File: src/design/vfcm_pkg.sv
// Shared types, codes and geometry tables for the voxel face-culling mesher.
// No dependencies; every module of the block but vfcm_ram imports this package.
`default_nettype none
package vfcm_pkg;

    // Input action codes.
    localparam logic [1:0] ACT_WVOX = 2'd0;
    localparam logic [1:0] ACT_WATL = 2'd1;
    localparam logic [1:0] ACT_MESH = 2'd2;

    // Configuration register indexes.
    localparam logic CFG_ORIGIN_X = 1'b0;
    localparam logic CFG_ORIGIN_Z = 1'b1;

    localparam int NUM_FACES = 6;

    // Texture tile and inset in Q16.
    localparam logic [16:0] TEX_LO = 17'd250;
    localparam logic [16:0] TEX_HI = 17'd3846;

    typedef enum logic [1:0] {
        OP_NOP,
        OP_VOX,
        OP_ATL,
        OP_MESH
    } t_op;

    typedef struct packed {
        t_op         op;
        logic [3:0]  x;
        logic [7:0]  y;
        logic [3:0]  z;
        logic [7:0]  id;
        logic [2:0]  face;
        logic [15:0] u;
        logic [15:0] v;
    } t_item;

    typedef struct packed {
        logic clearing;
        logic pop_ready;
    } t_back_stat;

    typedef enum logic [2:0] {
        ST_CLEAR,
        ST_IDLE,
        ST_CENTER,
        ST_NBR,
        ST_EMIT
    } t_state;

    // Quad corner per face: bit 2 = x offset, bit 1 = upper height, bit 0 = z offset.
    localparam logic [2:0] FACE_CORNER [NUM_FACES][4] = '{
        '{3'b001, 3'b101, 3'b111, 3'b011},
        '{3'b100, 3'b000, 3'b010, 3'b110},
        '{3'b011, 3'b111, 3'b110, 3'b010},
        '{3'b000, 3'b100, 3'b101, 3'b001},
        '{3'b000, 3'b001, 3'b011, 3'b010},
        '{3'b101, 3'b100, 3'b110, 3'b111}
    };

    localparam logic [1:0] TRI_ORDER [6] = '{2'd0, 2'd1, 2'd2, 2'd0, 2'd2, 2'd3};

    // Texture corner selects per quad corner: high u, high v.
    localparam logic TEX_U_HI [4] = '{1'b0, 1'b1, 1'b1, 1'b0};
    localparam logic TEX_V_HI [4] = '{1'b0, 1'b0, 1'b1, 1'b1};

    // Lowest set face in a six-bit mask.
    function automatic logic [2:0] first_face(input logic [5:0] mask);
        logic [2:0] f;
        f = 3'd0;
        for (int i = NUM_FACES - 1; i >= 0; i--) begin
            if (mask[i]) f = 3'(i);
        end
        return f;
    endfunction

endpackage
`default_nettype wire

File: src/design/vfcm_front.sv
// Front end: accepts input items, classifies them and holds them in a two-entry queue.
// Depends on vfcm_pkg.
`default_nettype none
module vfcm_front import vfcm_pkg::*; #(
    parameter int CHUNK_WIDTH  = 16,
    parameter int CHUNK_HEIGHT = 256,
    parameter int BLOCK_TYPES  = 256
) (
    input  wire logic        i_clk,
    input  wire logic        i_rst_n,
    input  wire logic        i_valid,
    output logic             o_ready,
    input  wire logic [1:0]  i_action,
    input  wire logic [3:0]  i_voxel_x,
    input  wire logic [7:0]  i_voxel_y,
    input  wire logic [3:0]  i_voxel_z,
    input  wire logic [7:0]  i_block_id,
    input  wire logic [2:0]  i_face_select,
    input  wire logic [15:0] i_atlas_u,
    input  wire logic [15:0] i_atlas_v,
    input  wire t_back_stat  i_stat,
    output logic             o_item_valid,
    output t_item            o_item
);
    t_item      r_mem [2];
    logic       r_wptr, r_rptr;
    logic [1:0] r_count;
    t_item      cls;
    logic       in_chunk, id_ok, push, pop;

    always_comb begin
        in_chunk = int'(i_voxel_x) < CHUNK_WIDTH && int'(i_voxel_y) < CHUNK_HEIGHT &&
                   int'(i_voxel_z) < CHUNK_WIDTH;
        id_ok    = int'(i_block_id) < BLOCK_TYPES;
        cls.x    = i_voxel_x;
        cls.y    = i_voxel_y;
        cls.z    = i_voxel_z;
        cls.id   = i_block_id;
        cls.face = i_face_select;
        cls.u    = i_atlas_u;
        cls.v    = i_atlas_v;
        unique case (i_action)
            ACT_WVOX: cls.op = (in_chunk && id_ok) ? OP_VOX : OP_NOP;
            ACT_WATL: cls.op = (id_ok && i_face_select < 3'd6) ? OP_ATL : OP_NOP;
            ACT_MESH: cls.op = in_chunk ? OP_MESH : OP_NOP;
            default:  cls.op = OP_NOP;
        endcase
    end

    assign o_ready      = (r_count != 2'd2) && !i_stat.clearing;
    assign push         = i_valid && o_ready;
    assign o_item_valid = (r_count != 2'd0);
    assign o_item       = r_mem[r_rptr];
    assign pop          = o_item_valid && i_stat.pop_ready;

    always_ff @(posedge i_clk) begin
        if (push) r_mem[r_wptr] <= cls;
    end

    always_ff @(posedge i_clk) begin
        if (!i_rst_n) begin
            r_wptr  <= 1'b0;
            r_rptr  <= 1'b0;
            r_count <= 2'd0;
        end else begin
            if (push) r_wptr <= ~r_wptr;
            if (pop)  r_rptr <= ~r_rptr;
            r_count <= r_count + 2'(push) - 2'(pop);
        end
    end
endmodule
`default_nettype wire

File: config.mk
export PLATFORM = sky130hd
export DESIGN_NAME = vfcm_front
export DESIGN_NICKNAME = d
export VERILOG_FILES = /design/src/design/vfcm_pkg.sv /design/src/design/vfcm_front.sv
export SDC_FILE = /design/constraint.sdc
export NUM_CORES = 1
export LEC_CHECK = 0
export BUFFER_PORTS_ARGS = -buffer_cell sky130_fd_sc_hd__buf_2
export CAP_MARGIN = 20
export CORE_MARGIN = 2
export CORE_UTILIZATION = 39
export DETAILED_ROUTE_END_ITERATION = 6
export PLACE_DENSITY = 0.73
export SYNTH_ARGS = -nofsm -noshare
export SYNTH_HDL_FRONTEND = slang
export SYNTH_SLANG_ARGS = --single-unit
export TNS_END_PERCENT = 20
File: constraint.sdc
create_clock -name i_clk -period 7.8 [get_ports i_clk]
set_clock_uncertainty 0.2 [all_clocks]
set_input_delay 0.39 -clock i_clk [delete_from_list [all_inputs] [get_ports i_clk]]
set_output_delay 0.39 -clock i_clk [all_outputs]
set_load 0.005 [all_outputs]
==> results of run 1 <==
where the power goes:
part	internal, mW	switching, mW	total [mW]
sequential	0.812	0.0371	0.849
combinational	0.183	0.154	0.336
clock	0.602	0.282	0.884
total	1.60	0.473	2.07
how the worst min path moves through the flow:
stage                     start           end  slack, ns  cells after the start
floorplan                r_wptr        r_wptr       0.26                      2
global placement         r_wptr        r_wptr       0.28                      2
detailed placement       r_wptr        r_wptr       0.29                      2
CTS                 i_action[0]  r_mem[0][59]       0.06                      2
global route        i_action[0]  r_mem[0][59]       0.08                      2
finish              i_action[0]  r_mem[0][59]       0.08                      2
cell families after synthesis:
logic type | after synthesis | synth area share, %
buffers and inverters | 11 | 1.87
adder cells (fa/ha/maj) | 2 | 0.533
flip-flops | 127 | 80.2
AO/OA/AOI/OAI | 3 | 0.400
XOR/XNOR | 2 | 0.373
multiplexers | 62 | 14.9
AND/OR/NAND/NOR | 15 | 1.76
flip-flops by register name (all words and copies together), names as in the netlist, named ones only:
register,flops
r_wptr,1
r_mem,122
r_rptr,1
r_count,2
cells in the final DEF (no fill, tap or decap), types with 2 or more instances in the layout:
cell type,count
and2_1,2
bufinv_16,6
clkbuf_1,2
buf_4,3
dlygate4sd3_1,60
clkbuf_16,17
nand2_1,3
buf_2,128
clkinv_4,4
edfxtp_1,122
dfxtp_1,4
inv_1,3
mux2_1,61
nor2_1,4
ha_1,2
final cells by class:
cell class / instances / area, sq um
multi-input cells: 84 / 842
flip-flops and latches: 127 / 3760
inverters: 4 / 15.0
clock inverters: 13 / 236
fillers: 926 / 5120
well taps: 147 / 184
repair buffers: 191 / 1260
clock buffers: 19 / 433
per-stage QoR:
stage	hold WS [ns]	instances
floorplan	0.258	222
global placement	0.284	493
detailed placement	0.291	493
CTS	0.0640	585
global route	0.0833	585
finish	0.0772	585
per-layer routing:
| layer | wire length [um] | vias up | track usage (%) |
|---|---|---|---|
| li1 | - | 1274 | - |
| met1 | 3710 | 1310 | 16.1 |
| met2 | 4600 | 84 | 23.9 |
| met3 | 457 | 11 | 5.10 |
| met4 | 87 | 0 | 5.04 |
| met5 | 0 | - | 0 |
repair_timing:
| action | CTS | global route |
|---|---|---|
| gates resized for setup | 0 | 0 |
| buffers inserted | 0 | 0 |
| endpoints found under the hold margin | 119 | 0 |
| hold buffers | 60 | 0 |
==> impl_results.md, run 1 <==
- WS Path Type: reg -> out
- CTS Buf Count: 17
- Final Critical Period: 2.82 ns
- H-tree lvl count: 4
- Worst slew pin tran: approximately 0.85 ns
- Pre-CTS WS: 5.12 ns
- Final Hold Fails: 0
- Yosys top cell area share: 78.1%
- Post-Syn Area: 4690 sq um
- Setup tns final: 0 ns
- Top Ports: approximately 130
- CP endpoint kind: primary output
- Iteration-0 DRC Markers: 191
- Clk buf depth: 2
- Yosys reg bits: ~130
- EDFF count, synth: about 120
- Crit. path cell count: 3
- Sink Count: approximately 130
- Max-cap violations: 0
- Most frequent cell after synthesis: edfxtp_1
- Core area: between 10000 and 15000 sq um
- Drt wl/cell: about 15 um
- Synthesized instance count: 222
- Slowest stage delay, CP: ~0.75 ns
- Total design power: 2.07 mW
- TritonCTS clock tree: built
- Fmax: 354 MHz
- Layout cells sized above 1: 38.1%
- CTS root buffer: clkbuf_16
- Crit path DAT: 2.23 ns
- Syn nets: 290
- CP Data Required Time: a little over 7 ns
- # DRC: 0
- Seq/Total Area, Yosys: 80.2%
- Area leader, netlist: edfxtp_1
- Total Wirelength: a little under 9000 um
- RR Startpoint: r_count[1]
- Status: complete, no violations
- Diode count: 0
- Die Ht: 114 um
- PortBufs: about 130
- Global Route Usage Sum: 13.9%
- Critical path's top delay family: flip-flops
- RSZ-0062 raised after global routing: false
- Async set-or-reset flop fraction in the synthesized netlist: 0%
- Layout Utilization: a little under three fifths
- Syn Area/Cell: 21.1 sq um
- Vias in the first global route: 2846
- CP endpoint: o_item[24]
- Layout Nets: between 400 and 500
- # setup viols final: 0
- Reg-to-reg slack, setup: roughly 5.3 ns
- Slowest CP cell: dfxtp_2
- R2R depth: 4
- Top post-synthesis cells by area: edfxtp_1 78%, mux2_1 15%, dfxtp_1 2.1%
- Final period util: 36.2%
- Global-route wire length before repair: 13600 um
- Slew Limit Fails: 0
- Largest net degree at the start of global routing: 62
- Via count: 2679
- Crit-path cells: buf_4 -> mux2_1 -> buf_2
- Yosys cell types: 22
- Crit Path Max Fanout: 35
- Setup ws final: 4.98 ns
- Post-DP HPWL: 5250 um
- Via density: 4.58
- Dpl cell area: 5470 sq um
- Initial Util: 39.6%
- Leakage: 2.59 nW
- Top FF cell, synth: edfxtp_1
- Area growth, synth to finish: 43.6%
- Max transition margin: 43.1%
- GPL Wtd Cong: 0.697
- First drt pass iteration count: 4
- Clk Latency, worst-skew pair: 0.40 ns
- Nature of the critical path startpoint: flop
- Initial antenna violation count: 0
- Die width: 114 um
- Row Count: 40
- Die ar.: 12900 sq um
- Total gr overflow: 0
- Worst R2R End: r_mem[0][47]
- Power per cell area: 307 nW/um^2
- Warnings, synthesis: 0
- VDD IR-drop max: 0.178 mV
- Synth top cells by count: 122 x edfxtp_1, 61 x mux2_1, 6 x buf_6
- Detail Route Antenna Nets: 0
- Clk slew on worst S/H paths: 0.06 ns
- Hold WC Path Type: in -> reg
- Design area: 6740 sq um
- Worst Path Buf+Inv: 2
(Power assumes the default switching activity.)
==> run 2: changes to the inputs <==
ABC_AREA = 1   (was not set)
clock period = 3 ns   (was 7.8 ns; I/O delays follow)
==> run 2 against run 1 <==
Global-route usage down 0.43 points. Critical path depth is the same. Synthesized cell count is 5.9% higher. Critical path type unchanged. Die area is 6.1% higher. Largest cell class unchanged. Hold slack better by 0.0055 ns. Combinational power rose to 2.9 times the previous value. Via count up 2.8%.
==> impl_results.md, run 2 <==
- Status: complete, no violations
- RR Startpoint: r_count[0]
- Layout cells sized above 1: between 40% and 50%
- # setup viols final: 0
- Detail Route Antenna Nets: 0
- Via count: around 2800
- Most frequent cells in the layout: 128 x buf_2, 122 x edfxtp_1, 65 x dlygate4sd3_1
- Final Hold Fails: 0
- Slowest stage delay, CP: 0.69 ns
- Yosys top cell area share: 73.5%
- Slowest CP cell: dfxtp_4
- Vias in the first global route: roughly 2800
- VDD IR-drop max: 0.441 mV
- Reg-to-reg slack, setup: 1.03 ns
- Hold Path Depth: 6
- Iteration-0 DRC Markers: around 110
- Max-cap violations: 0
- Syn nets: 303
- CTS Buf Count: 17
- Yosys cell types: 14
- PortBufs: around 130
- Core area: 12600 sq um
- Nature of the critical path startpoint: flop
- Top FF cell, synth: edfxtp_1
- Slew Limit Fails: 0
- Total Wirelength: 9050 um
- Die width: 117 um
- Global-route wire length before repair: roughly 14000 um
- Crit path DAT: 1.92 ns
- Die Ht: approximately 120 um
- Seq/Total Area, Yosys: 75.5%
- Drt wl/cell: 14.4 um
- Worst Path Buf+Inv: 2
- Leakage: 2.80 nW
- Global Route Usage Sum: 13.5%
- Async set-or-reset flop fraction in the synthesized netlist: 0%
- CP Data Required Time: 2.65 ns
- Hold WC Path Type: in -> reg
- H-tree lvl count: 4
- Largest net degree at the start of global routing: 36
- # DRC: 0
- Layout Nets: 513
- First drt pass iteration count: 4
- Total gr overflow: 0
- GPL Wtd Cong: ~0.67
- Clk slew on worst S/H paths: ~0.06 ns
- Crit Path Max Fanout: 35
- Worst R2R End: r_count[1]
- Min-Delay Endpoint: r_wptr
- Syn Area/Cell: 21.2 sq um
- Yosys reg bits: 127
- Top Ports: 129
- Total design power: 5.13 mW
- Postcts setup bufs: 0
- Final Critical Period: 2.27 ns
- Die ar.: approximately 14000 sq um
- Largest Register: r_mem
- Max reg flops: 122
- Power per cell area: between 700 and 800 nW/um^2
- Fmax: 440 MHz
- TritonCTS clock tree: built
- Post-Syn Area: 4990 sq um
- WS Path Type: reg -> out
- Critical path's top delay family: flip-flops
- RSZ-0062 raised after global routing: false
- Post-DP HPWL: around 5700 um
- Synth top cells by count: 122 x edfxtp_1, 60 x mux2_4, 13 x nand2_1
- Largest regs: r_mem x122, r_count x2
- Area leader, netlist: edfxtp_1
- Initial Util: around two fifths
- Sink Count: 127
- FF/Latch Area: 3770 sq um
- CP endpoint kind: primary output
- Min-delay src: i_stat[1]
- Clk Latency, worst-skew pair: around 0.40 ns
- Worst slew pin tran: 0.552 ns
- Clk buf depth: 2
- Setup tns final: 0 ns
- Initial antenna violation count: 0
- EDFF count, synth: 122
- R2R depth: 10
- Area growth, synth to finish: 40.6%
- CTS root buffer: clkbuf_16
- Warnings, synthesis: 0
- Synthesized instance count: 235
- Top post-synthesis cells by area: edfxtp_1 73%, mux2_4 18%, buf_12 2.4%
- Row Count: 41
- Multi-input gate area: 1060 sq um
- Via density: 4.37
- Filler instances: 974
- Final period util: 75.7%
- Most frequent cell after synthesis: edfxtp_1
- Max transition margin: 63.1%
- Commonest non-fill, non-tap cell in the layout: buf_2
- Crit-path cells: buf_12 -> mux2_4 -> buf_2
- Diode count: 0
-- run 2: kinds of logic after synthesis --
| logic type | count (synthesis) | share of synthesized area (%) |
|---|---|---|
| DFF | 127 | 75.5 |
| muxes | 61 | 18.3 |
| buffers and inverters | 18 | 3.46 |
| and+or+nand+nor | 24 | 1.93 |
| AOI/OAI and AO/OA | 3 | 0.351 |
| adders and majority gates | 2 | 0.502 |
-- run 2: timing repair --
item,in CTS,in global routing
hold buffers,65,0
hold endpoints to repair,127,0
gates resized for setup,0,0
-- run 2: worst max-delay path by stage --
stage	start	to	slack [ns]	cells after the start
after floorplan	r_count[0]	r_mem[0][0]	0.20	4
after global placement	r_count[0]	r_mem[1][46]	1.14	5
after detailed placement	r_count[0]	r_mem[1][30]	1.09	5
after CTS	flop	o_item[26]	0.69	3
after global routing	flop	o_item[26]	0.63	3
final	flop	o_item[26]	0.73	3
-- run 2: layout make-up --
class	count	area share [%]
multi-input combinational	90	15.1
timing repair buffer	198	19.3
sequential	127	53.7
inverter	11	0.589
clock buffer	21	6.57
tap	172	3.07
clock inverter	11	1.64
-- run 2: power breakdown --
part | internal, mW | switching, mW
logic | 0.584 | 0.381
clock network | 1.26 | 0.702
registers | 2.10 | 0.102
-- run 2: worst min-delay path, cell delays in order --
cell and delay [ns]:
buf_2 0.10, inv_1 0.05, nand3_1 0.20, nand2_1 0.08, inv_1 0.04, nor2_1 0.03
-- run 2: per-stage QoR --
step / setup slack [ns] / util (%) / hold WS, ns / cells / instance area [sq um]
global placement: 1.14 / 46.0 / 0.139 / 533 / 5790
detailed placement: 1.09 / 46.0 / 0.141 / 533 / 5790
global route: 0.626 / 55.8 / 0.0927 / 630 / 7010
floorplan: 0.202 / - / 0.0435 / 235 / 4990
CTS: 0.687 / 55.8 / 0.0286 / 630 / 7010
finish: 0.729 / 55.8 / 0.0827 / 630 / 7010
-- run 2: per-layer routing --
metal | track usage [%] | wire length [um] | vias up
li1 | - | - | 1321
met1 | 16.5 | 3910 | 1329
met2 | 22.5 | 4530 | 93
met3 | 4.74 | 521 | 11
met4 | 4.71 | 88 | 0
met5 | 0 | 0 | -
==> run 3: changes to the inputs <==
clock period = 2.1 ns   (was 3 ns; I/O delays follow)
==> run 3 against run 2 <==
Worst setup slack got worse by 0.47 ns. Largest cell class unchanged. Die area unchanged. First-iteration DRC count grew 30%. Critical endpoint is now o_item[40].
==> impl_results.md, run 3 (synthesis gave the netlist of run 2 again) <==
- Post-DP HPWL: 5260 um
- First drt pass iteration count: 4
- Slew Limit Fails: 0
- GPL Wtd Cong: 0.694
- Initial Util: 39.7%
- R2R depth: 11
- Placed cell count: ~530
- CTS Buf Count: 17
- CP endpoint kind: primary output
- H-tree lvl count: 4
- Final Critical Period: 1.84 ns
- Fmax: 544 MHz
- Global Route Usage Sum: a little over an eighth
- Area growth, synth to finish: 41.9%
- Largest regs: r_mem x122, r_count x2
- Worst Path Buf+Inv: 2
- Commonest non-fill, non-tap cell in the layout: buf_2
- Max-cap violations: 0
- Hold Path Depth: 2
- Global-route wire length before repair: about 13000 um
- Total gr overflow: 0
- Largest Register: r_mem
- Layout cells sized above 1: 49.6%
- Clk buf depth: 2
- Most frequent cells in the layout: 128 x buf_2, 122 x edfxtp_1, 66 x dlygate4sd3_1
- CP Data Required Time: 1.79 ns
- Die width: about 120 um
- Detail Route Antenna Nets: 0
- Via count: 2779
- Clk Latency, worst-skew pair: between 0.4 and 0.5 ns
- Critical path's top delay family: buffers and inverters
- Crit. path cell count: 3
- Worst slew pin tran: 0.372 ns
- Top Ports: between 100 and 150
- WS Path Type: reg -> out
- Clk slew on worst S/H paths: ~0.05 ns
- Slowest stage delay, CP: about 0.37 ns
- VDD IR-drop max: roughly 0.5 mV
- Die Ht: approximately 120 um
- # DRC: 0
- Setup ws final: around 0.26 ns
- Die ar.: between 10000 and 15000 sq um
- Layout Utilization: 56.3%
- Pre-CTS WS: 0.347 ns
- Vias in the first global route: 2825
- Via density: around 4.4
- Final period util: 87.5%
- Final Hold Fails: 0
- Max reg flops: between 100 and 150
- Diode count: 0
- Hold WC Path Type: in -> reg
- Power per cell area: 1060 nW/um^2
- Crit-path cells: buf_12 -> mux2_4 -> buf_2
- Setup tns final: 0 ns
- Crit Path Max Fanout: 36
- Sink Count: 127
- Core area: 12600 sq um
- Crit path DAT: roughly 1.5 ns
- Leakage: about 2.8 nW
- Status: complete, no violations
- TritonCTS clock tree: built
- # setup viols final: 0
- Max transition margin: 75.2%
- Slowest CP cell: dfxtp_4
- CTS root buffer: clkbuf_16
- RSZ-0062 raised after global routing: false
- Total Wirelength: just over 9000 um
- Drt wl/cell: 14.5 um
- Initial antenna violation count: 0
- PortBufs: 128
- Largest net degree at the start of global routing: just over 60
- Row Count: around 40
- Layout Nets: 513
- Iteration-0 DRC Markers: 147
- Final non-filler cell total: 630
- Nature of the critical path startpoint: flop
run 3: cell count changes in the layout (fill, tap and decap cells not counted), moves of 2 or more:
cell / before / now
clkinv_2: 5 / 3
clkbuf_8: 2 / 0
buf_12: 2 / 4
clkinv_1: 0 / 4
bufinv_16: 2 / 4
buf_4: 3 / 0
run 3: worst register-to-register path, stage by stage (launching register included):
cell     delay (ns)
dfxtp_2        0.35
inv_2          0.05
nand2_2        0.07
nand3_2        0.12
ha_1           0.33
inv_1          0.07
ha_1           0.16
inv_1          0.05
nand2_1        0.07
nand3_1        0.08
nand2_1        0.07
nor2_1         0.04
run 3: worst paths after layout:
| kind | startpoint | to | slack, ns |
|---|---|---|---|
| setup reg to reg | r_count[0] | r_count[1] | 0.34 |
| hold reg to reg | r_rptr | r_rptr | 0.33 |
| hold / removal | i_block_id[1] | r_mem[0][36] | 0.22 |
| setup / recovery | flop | o_item[40] | 0.26 |
run 3: layer usage:
| metal | track usage (%) | share of wire (%) | vias up |
|---|---|---|---|
| met5 | 0 | 0 | - |
| met4 | 5.65 | 1.3 | 0 |
| met3 | 5.41 | 5.4 | 20 |
| met2 | 23.9 | 53 | 107 |
| met1 | 14.9 | 40 | 1330 |
| li1 | - | - | 1322 |
run 3: report_power, final:
part	internal, mW	total, mW	switching (mW)
Clock	1.96	2.95	0.993
Combinational	0.867	1.51	0.640
Sequential	3.01	3.07	0.0681
Total	5.83	7.53	1.70
run 3: metrics by stage:
stage          total power [mW]  hold WS (ns)  area [sq um]
2_1_floorplan              4.13      -0.00158          5010
3_3_place_gp               4.50        0.0943          5820
3_5_place_dp               4.55        0.0970          5820
4_1_cts                    7.63         0.193          7080
5_1_grt                    7.86         0.214          7080
6_report                   7.53         0.222          7080
run 3: cell type report:
type,count,area [sq um]
fill,973,5490
timing repair buffer,198,1380
inverter,11,45.0
multi-input combinational,90,1070
clock inverter,14,173
clock buffer,18,429
tap,172,215
sequential,127,3770
run 3: repair_timing:
| action | in CTS | in global routing |
|---|---|---|
| hold buffers | 66 | 0 |
| setup endpoints to repair | 0 | 0 |
| resized for setup | 0 | 0 |
| endpoints found under the hold margin | 127 | 0 |
| buffers inserted | 0 | 0 |
